==> config.mk <==
export PLATFORM = sky130hd
export DESIGN_NAME = ir_pulse_detector_unit
export DESIGN_NICKNAME = d
export VERILOG_FILES = /design/src/hdl/ipd_pkg.sv /design/src/hdl/ipd_filter.sv /design/src/hdl/ipd_slope.sv /design/src/hdl/ir_pulse_detector_unit.sv
export SDC_FILE = /design/constraint.sdc
export NUM_CORES = 1
export LEC_CHECK = 0
export BUFFER_PORTS_ARGS = -buffer_cell sky130_fd_sc_hd__buf_2
export CAP_MARGIN = 20
export CORE_AREA = 2 2 137 239
export DETAILED_ROUTE_END_ITERATION = 6
export DIE_AREA = 0 0 139 241
export HOLD_SLACK_MARGIN = 0.03
export PLACE_DENSITY = 0.65
export SYNTH_ARGS = -nofsm -noshare
export SYNTH_HDL_FRONTEND = slang
export SYNTH_SLANG_ARGS = --single-unit
==> constraint.sdc <==
create_clock -name clock -period 16.9 [get_ports clock]
set_input_delay 5.07 -clock clock [delete_from_list [all_inputs] [get_ports clock]]
set_output_delay 5.07 -clock clock [all_outputs]
set_load 0.02 [all_outputs]
==> src/hdl/ipd_pkg.sv <==
// ----------------------------------------------------------------------------
// ipd_pkg: shared definitions for the IR pulse detector
// Widths, register reset values, register indexes and the per-step control
// struct passed from the top level to the datapath modules.
// ----------------------------------------------------------------------------
package ipd_pkg;

   localparam int SampleBits = 10;
   localparam int AlphaBits  = 16;
   localparam int TickBits   = 16;
   localparam int RunBits    = 8;
   localparam int CountBits  = 16;

   localparam int CsrAddrBits = 4;
   localparam int CsrDataBits = 32;

   localparam logic [AlphaBits-1:0] AlphaReset   = AlphaBits'(32768);
   localparam logic [TickBits-1:0]  WarmupReset  = TickBits'(1000);
   localparam logic [TickBits-1:0]  TimeoutReset = TickBits'(1000);
   localparam logic [RunBits-1:0]   RunReset     = RunBits'(2);

   typedef enum logic [1:0] {
      RegFilterAlpha  = 2'd0,
      RegWarmupTicks  = 2'd1,
      RegTimeoutTicks = 2'd2,
      RegReversalRun  = 2'd3
   } csr_index_type;

   typedef struct packed {
      logic fire;     // request moves into the result register this cycle
      logic active;   // warmup is over, the sample is processed
   } step_ctl_type;

endpackage

==> src/hdl/ipd_filter.sv <==
// ----------------------------------------------------------------------------
// ipd_filter: first-order low-pass filter
// new = f + floor(alpha * (x - f) / 65536), which equals
// (alpha*x + (65536-alpha)*f) >> 16 exactly, with one signed multiply.
// ----------------------------------------------------------------------------
module ipd_filter (
   input  logic                                  clock,
   input  logic                                  reset,
   input  ipd_pkg::step_ctl_type                 step,
   input  logic [ipd_pkg::SampleBits-1:0]        sample,
   input  logic [ipd_pkg::AlphaBits-1:0]         alpha,
   output logic [ipd_pkg::SampleBits-1:0]        value_out
);

   localparam int DiffBits = ipd_pkg::SampleBits + 1;
   localparam int ProdBits = ipd_pkg::AlphaBits + 1 + DiffBits;
   localparam int StepBits = ProdBits - ipd_pkg::AlphaBits;

   logic [ipd_pkg::SampleBits-1:0] filter_ff;
   logic [ipd_pkg::SampleBits-1:0] filter_in;
   logic signed [DiffBits-1:0]     diff;
   logic signed [ProdBits-1:0]     prod;
   logic signed [StepBits-1:0]     delta;
   logic signed [StepBits-1:0]     sum;

   always_comb begin
      diff  = $signed({1'b0, sample}) - $signed({1'b0, filter_ff});
      prod  = $signed({1'b0, alpha}) * diff;
      delta = prod[ProdBits-1:ipd_pkg::AlphaBits];
      sum   = $signed({{(StepBits-ipd_pkg::SampleBits){1'b0}}, filter_ff}) + delta;
   end

   // hold the value through warmup
   assign value_out = step.active ? sum[ipd_pkg::SampleBits-1:0] : filter_ff;
   assign filter_in = (step.fire && step.active) ? value_out : filter_ff;

   always_ff @(posedge clock) begin
      if (reset) begin
         filter_ff <= '0;
      end else begin
         filter_ff <= filter_in;
      end
   end

   a_filter_holds: assert property (@(posedge clock) disable iff (reset)
      !(step.fire && step.active) |=> $stable(filter_ff))
      else $error("filter state moved without a processed request");

endmodule

==> src/hdl/ipd_slope.sv <==
// ----------------------------------------------------------------------------
// ipd_slope: slope reversal detector and pulse counter
// Tracks falling and rising runs of the filtered value, confirms a reversal
// after reversal_run samples and counts pulses within the timeout window.
// ----------------------------------------------------------------------------
module ipd_slope (
   input  logic                                  clock,
   input  logic                                  reset,
   input  ipd_pkg::step_ctl_type                 step,
   input  logic [ipd_pkg::SampleBits-1:0]        value,
   input  logic [ipd_pkg::TickBits-1:0]          timeout_ticks,
   input  logic [ipd_pkg::RunBits-1:0]           reversal_run,
   output logic                                  pulse,
   output logic [ipd_pkg::CountBits-1:0]         count_out
);

   logic [ipd_pkg::SampleBits-1:0] previous_ff, previous_in;
   logic [ipd_pkg::RunBits-1:0]    falling_ff, falling_in, falling_inc;
   logic [ipd_pkg::RunBits-1:0]    rising_ff, rising_in, rising_inc;
   logic                           direction_ff, direction_in;
   logic [ipd_pkg::TickBits-1:0]   ticks_ff, ticks_in, ticks_inc;
   logic [ipd_pkg::CountBits-1:0]  total_ff, total_in;
   logic                           fall;

   always_comb begin
      falling_inc  = (falling_ff == '1) ? falling_ff : falling_ff + 1'b1;
      rising_inc   = (rising_ff == '1) ? rising_ff : rising_ff + 1'b1;
      ticks_inc    = (ticks_ff == '1) ? ticks_ff : ticks_ff + 1'b1;
      fall         = previous_ff > value;
      previous_in  = previous_ff;
      falling_in   = falling_ff;
      rising_in    = rising_ff;
      direction_in = direction_ff;
      ticks_in     = ticks_ff;
      total_in     = total_ff;
      pulse        = 1'b0;
      if (step.active) begin
         previous_in = value;
         if (fall) begin
            falling_in = falling_inc;
            if (direction_ff && (falling_inc >= reversal_run)) begin
               direction_in = 1'b0;
               rising_in    = '0;
               pulse        = 1'b1;
            end
         end else begin
            rising_in = rising_inc;
            if (!direction_ff && (rising_inc >= reversal_run)) begin
               direction_in = 1'b1;
               falling_in   = '0;
               pulse        = 1'b1;
            end
         end
         if (pulse) begin
            ticks_in = '0;
            if (ticks_inc > timeout_ticks) begin
               total_in = '0;
            end else begin
               total_in = (total_ff == '1) ? total_ff : total_ff + 1'b1;
            end
         end else begin
            ticks_in = ticks_inc;
         end
      end else begin
         // warmup tick restarts the pulse spacing
         ticks_in = '0;
      end
   end

   assign count_out = total_in;

   always_ff @(posedge clock) begin
      if (reset) begin
         previous_ff  <= '0;
         falling_ff   <= '0;
         rising_ff    <= '0;
         direction_ff <= 1'b0;
         ticks_ff     <= '0;
         total_ff     <= '0;
      end else if (step.fire) begin
         previous_ff  <= previous_in;
         falling_ff   <= falling_in;
         rising_ff    <= rising_in;
         direction_ff <= direction_in;
         ticks_ff     <= ticks_in;
         total_ff     <= total_in;
      end
   end

   a_pulse_flips: assert property (@(posedge clock) disable iff (reset)
      (step.fire && pulse) |=> (direction_ff != $past(direction_ff)))
      else $error("pulse without slope direction change");

   a_warmup_clears: assert property (@(posedge clock) disable iff (reset)
      (step.fire && !step.active) |=> (ticks_ff == '0))
      else $error("warmup step left pulse spacing counter running");

   a_pulse_only_active: assert property (@(posedge clock) disable iff (reset)
      pulse |-> step.active)
      else $error("pulse raised during warmup");

endmodule

==> src/hdl/ir_pulse_detector_unit.sv <==
// ----------------------------------------------------------------------------
// ir_pulse_detector_unit: IR receiver pulse counter
// Low-pass filters 1 ms ADC samples after a warmup period, confirms slope
// reversals and counts pulses spaced within a timeout.
// ----------------------------------------------------------------------------
// The unit takes one sample request per clock cycle while the result side is
// not stalled and returns exactly one result per request, in order. A request
// accepted at one edge lands in the input register; the next free cycle runs
// filter, slope detector and pulse counter and loads the result register.
// Throughput is one request per cycle, set by the state update loop (one
// 17x11 multiply plus add for the filter, then the compare and counter
// update). While a finished result waits to be taken, the input register can
// still take one request; after that req_tready stays low until the result
// side drains.
// Configuration registers (byte addresses): 0x0 filter_alpha, 0x4
// warmup_ticks, 0x8 timeout_ticks, 0xC reversal_run; write them only when
// the unit is idle.
module ir_pulse_detector_unit (
   input  logic                             clock,
   input  logic                             reset,
   // request channel
   input  logic                             req_tvalid,
   output logic                             req_tready,
   input  logic [15:0]                      req_tdata,   // [9:0] sample
   // result channel
   output logic                             rsp_tvalid,
   input  logic                             rsp_tready,
   output logic [31:0]                      rsp_tdata,   // [0] active, [10:1] filtered,
                                                         // [11] pulse_seen,
                                                         // [27:12] pulse_count
   // configuration port
   input  logic                             csr_psel,
   input  logic                             csr_penable,
   input  logic                             csr_pwrite,
   input  logic [ipd_pkg::CsrAddrBits-1:0]  csr_paddr,
   input  logic [ipd_pkg::CsrDataBits-1:0]  csr_pwdata,
   output logic [ipd_pkg::CsrDataBits-1:0]  csr_prdata,
   output logic                             csr_pready
);

   localparam int RspBits = 1 + ipd_pkg::SampleBits + 1 + ipd_pkg::CountBits;

   // configuration registers
   logic [ipd_pkg::AlphaBits-1:0] alpha_ff;
   logic [ipd_pkg::TickBits-1:0]  warmup_ticks_ff;
   logic [ipd_pkg::TickBits-1:0]  timeout_ff;
   logic [ipd_pkg::RunBits-1:0]   run_ff;
   logic                          csr_write;
   ipd_pkg::csr_index_type        csr_index;

   // input register and warmup counter
   logic                           req_valid_ff, req_valid_in;
   logic [ipd_pkg::SampleBits-1:0] sample_ff;
   logic [ipd_pkg::TickBits-1:0]   warmup_ff, warmup_in;
   logic                           req_take;
   logic                           out_free;
   ipd_pkg::step_ctl_type          step;

   // datapath results
   logic [ipd_pkg::SampleBits-1:0] filt_value;
   logic                           pulse;
   logic [ipd_pkg::CountBits-1:0]  count;

   // result register
   logic                           rsp_valid_ff, rsp_valid_in;
   logic [RspBits-1:0]             rsp_data_ff;

   // ---------------- configuration port ----------------
   assign csr_pready = 1'b1;
   assign csr_index  = ipd_pkg::csr_index_type'(csr_paddr[3:2]);
   assign csr_write  = csr_psel && csr_penable && csr_pwrite && csr_pready;

   always_ff @(posedge clock) begin
      if (reset) begin
         alpha_ff        <= ipd_pkg::AlphaReset;
         warmup_ticks_ff <= ipd_pkg::WarmupReset;
         timeout_ff      <= ipd_pkg::TimeoutReset;
         run_ff          <= ipd_pkg::RunReset;
      end else if (csr_write) begin
         case (csr_index)
            ipd_pkg::RegFilterAlpha:  alpha_ff        <= csr_pwdata[ipd_pkg::AlphaBits-1:0];
            ipd_pkg::RegWarmupTicks:  warmup_ticks_ff <= csr_pwdata[ipd_pkg::TickBits-1:0];
            ipd_pkg::RegTimeoutTicks: timeout_ff      <= csr_pwdata[ipd_pkg::TickBits-1:0];
            ipd_pkg::RegReversalRun:  run_ff          <= csr_pwdata[ipd_pkg::RunBits-1:0];
            default: begin
            end
         endcase
      end
   end

   always_comb begin
      case (csr_index)
         ipd_pkg::RegFilterAlpha:
            csr_prdata = ipd_pkg::CsrDataBits'(alpha_ff);
         ipd_pkg::RegWarmupTicks:
            csr_prdata = ipd_pkg::CsrDataBits'(warmup_ticks_ff);
         ipd_pkg::RegTimeoutTicks:
            csr_prdata = ipd_pkg::CsrDataBits'(timeout_ff);
         ipd_pkg::RegReversalRun:
            csr_prdata = ipd_pkg::CsrDataBits'(run_ff);
         default:
            csr_prdata = '0;
      endcase
   end

   // ---------------- handshake and input register ----------------
   // Advance the held request whenever the result register is empty or
   // being drained; take a new request whenever the input register frees up.
   assign out_free   = !rsp_valid_ff || rsp_tready;
   assign req_tready = !req_valid_ff || out_free;
   assign req_take   = req_tvalid && req_tready;

   assign step.fire   = req_valid_ff && out_free;
   assign step.active = !(warmup_ff < warmup_ticks_ff);

   always_comb begin
      req_valid_in = req_valid_ff;
      if (req_take) begin
         req_valid_in = 1'b1;
      end else if (out_free) begin
         req_valid_in = 1'b0;
      end
   end

   // warmup_ff stays below 65535 while counting, so no saturation needed
   assign warmup_in = (step.fire && !step.active) ? warmup_ff + 1'b1 : warmup_ff;

   always_ff @(posedge clock) begin
      if (reset) begin
         req_valid_ff <= 1'b0;
         warmup_ff    <= '0;
      end else begin
         req_valid_ff <= req_valid_in;
         warmup_ff    <= warmup_in;
      end
   end

   always_ff @(posedge clock) begin
      if (req_take) begin
         sample_ff <= req_tdata[ipd_pkg::SampleBits-1:0];
      end
   end

   // ---------------- datapath ----------------
   ipd_filter u_filter (
      .clock     (clock),
      .reset     (reset),
      .step      (step),
      .sample    (sample_ff),
      .alpha     (alpha_ff),
      .value_out (filt_value)
   );

   ipd_slope u_slope (
      .clock         (clock),
      .reset         (reset),
      .step          (step),
      .value         (filt_value),
      .timeout_ticks (timeout_ff),
      .reversal_run  (run_ff),
      .pulse         (pulse),
      .count_out     (count)
   );

   // ---------------- result register ----------------
   always_comb begin
      rsp_valid_in = rsp_valid_ff;
      if (step.fire) begin
         rsp_valid_in = 1'b1;
      end else if (rsp_tready) begin
         rsp_valid_in = 1'b0;
      end
   end

   always_ff @(posedge clock) begin
      if (reset) begin
         rsp_valid_ff <= 1'b0;
      end else begin
         rsp_valid_ff <= rsp_valid_in;
      end
   end

   always_ff @(posedge clock) begin
      if (step.fire) begin
         rsp_data_ff <= {count, pulse, filt_value, step.active};
      end
   end

   assign rsp_tvalid = rsp_valid_ff;
   assign rsp_tdata  = {{(32-RspBits){1'b0}}, rsp_data_ff};

   // ---------------- checks ----------------
   a_held_request_stays: assert property (@(posedge clock) disable iff (reset)
      (req_valid_ff && !out_free) |=> req_valid_ff)
      else $error("held request dropped while result side stalled");

   a_no_pulse_in_warmup: assert property (@(posedge clock) disable iff (reset)
      (rsp_valid_ff && !rsp_data_ff[0]) |-> !rsp_data_ff[ipd_pkg::SampleBits+1])
      else $error("warmup result carries a pulse flag");

endmodule

==> reports/results.tsv <==
metric	value	unit
Synth Area per Inst	8.54	sq um
final setup skew	0.00905	ns
Detail Route Antenna Nets	0	
first-pass GRT wire length	65.3	mm
buffer count from post-CTS setup fixing	0	
post-synthesis sequential area ratio	24.4	%
final wirelength	40.3	mm
DP Wirelength	31.3	mm
Power per Cell Area	62.6	mW/mm^2
# resized after CTS	0	
cell taking the most area after synthesis	dfxtp_1	
Initial Utilization	49.6	%
Die X	139	um
f_max	0.0820	GHz
CP top delay family	adder cells	
Period Utilization, post-route	72.2	%
Post-Route Setup TNS	0	ns
Core Util, Final	53.8	%
Die Ht	241	um
ys flop type	dfxtp_1	
Final Hold Viols	0	
Root Driver	clkbuf_16	
WP buf/inv	8	
Syn Inst Count	1824	
vias post-DR	12800	
Slew Limit Fails	0	
Num CTS Buffers	17	
post-synth top area share	17.1	%
unrepaired setup endpoints after global routing	false	
RePlAce Congestion	0.856	
total power	1060	uW
top area cells in the synthesized netlist	dfxtp_1 17%, fa_1 16%, ha_1 12%	
CP endpoint kind	flop	
most used cell, CP	inv_1	
worst path required time	17.10	ns
Crit Path Max Fanout	49	
slowest stage delay, CP	0.54	ns
Synth cell types	68	
maximum buffer depth of the clock tree	2	
first-pass iteration count of the detailed router	5	
crit path DAT	12.40	ns
Overflow after GRT	0	
clk sink count	171	
DR iter-0 viols	661	
Hold Crit Class	flop to flop	
Rel. slew slack	39.7	%
Final Net Count	2200	
die area	0.0335	sq mm
slowest stage cell, crit path	fa_1	
leakage	0.00748	uW
vias in the first global route	13000	
Worst Setup Start Kind	flop	
fin crit period	12.20	ns
share of layout cells above drive strength 1	9.48	%
largest net degree at the start of global routing	101	
Antenna Cells	0	
Row Count	86	
wire length per cell	17.7	um
#FFs+latches synth	171	
Hold Buf Count CTS	0	
CTS H-tree lvls	4	
initial antenna violation count	0	
# Max-Cap Violations	0	
final setup vio count	0	
most common cell in the netlist	nand2_1	
DR DRC count	0	
Synth-to-Final Area Change	8.47	%
clock-pin transition on the worst setup and hold timing paths	0.07	ns
synthesized cell area	0.0156	sq mm
Synth async-reset ratio	0	%
status	completed	
synth warn	0	
EDFF count, synth	38	
core box area	0.0314	sq mm
WS Path Type	flop to flop	
Worst-Margin Slew	0.901	ns
# port buffers	80	
TritonCTS clock tree	built	
Global Route Usage Sum	24.4	%
via/cell ratio	5.62	
Clk Latency, worst-skew pair	0.45	ns
VDD IR max	0.0691	mV
synth cell count leaders	243 x nand2_1, 226 x inv_1, 151 x ha_1	
num ports	126	
-- cell families after synthesis --
| kind of cell | count (synthesis) | synth area share [%] |
|---|---|---|
| other cells | 2 | 0.0482 |
| xor+xnor | 53 | 3.03 |
| buf+inv | 327 | 8.53 |
| compound gates | 320 | 13.0 |
| mux | 33 | 2.81 |
| simple gates | 641 | 19.8 |
| flops | 171 | 24.4 |
| fa+ha+maj | 277 | 28.3 |
-- worst paths after layout --
check | slack [ns] | start | endpoint | cells after the start
setup / recovery | 4.70 | u_filter.filter_ff[1] | rsp_data_ff[13] | 44
hold reg to reg | 0.48 | warmup_ticks_ff[1] | warmup_ticks_ff[1] | 2
setup reg to reg | 4.70 | u_filter.filter_ff[1] | rsp_data_ff[13] | 44
hold / removal | 0.48 | warmup_ticks_ff[1] | warmup_ticks_ff[1] | 2
-- through the flow --
step	area [sq um]	hold slack [ns]	setup WS [ns]	std cells
after global placement	16300	0.455	4.80	2238
after CTS	16900	0.478	4.61	2272
final	16900	0.477	4.70	2273
after global routing	16900	0.499	3.92	2273
after detailed placement	16300	0.467	4.64	2240
after floorplan	15700	0.442	5.70	1843
-- routing by layer --
metal	vias to the layer above	wire length (um)	share of wire (%)	track usage, %
met4	0	1460	3.6	10.1
met2	224	22700	56	49.0
li1	6179	-	-	-
met5	-	0	0	0
met3	88	1020	2.5	2.68
met1	6290	15100	38	25.4
-- final cells by class --
type | instances | area (sq um)
Multi-Input combinational cell | 1345 | 10600
Sequential cell | 171 | 3800
Timing Repair Buffer | 103 | 619
Fill cell | 2969 | 14500
Clock inverter | 14 | 146
Tap cell | 396 | 495
Inverter | 226 | 848
Clock buffer | 18 | 439
-- registers in the layout, indices dropped and copies added (netlist names), 8 cells and up --
name                cells
rsp_data_ff            28
alpha_ff               16
timeout_ff             16
u_slope.ticks_ff       16
u_slope.total_ff       16
warmup_ff              16
warmup_ticks_ff        16
sample_ff              10
u_filter.filter_ff     10
run_ff                  8
u_slope.falling_ff      8
u_slope.rising_ff       8
-- power breakdown --
group / internal [uW] / switching, uW / total (uW)
Sequential: 424 / 5.48 / 429
Clock: 213 / 187 / 400
Combinational: 85.5 / 144 / 229
Total: 722 / 336 / 1060
-- tightest hold or removal path, delay by kind of cell (launching register included) --
kind / cells / cell delay, ns
and+or+nand+nor: 1 / 0.06
DFF: 1 / 0.32
AOI/OAI and AO/OA: 1 / 0.05
-- cell usage in the layout, fill, tap and decap left out, types with 38 or more instances in the layout --
| cell type | n |
|---|---|
| nand3_1 | 38 |
| inv_1 | 226 |
| ha_1 | 151 |
| nand2_1 | 243 |
| fa_1 | 126 |
| edfxtp_1 | 38 |
| and2_1 | 72 |
| buf_2 | 79 |
| a21oi_1 | 115 |
| nor2_1 | 121 |
| o21ai_0 | 52 |
| dfxtp_1 | 133 |
Power figures use the tool's default switching activity.
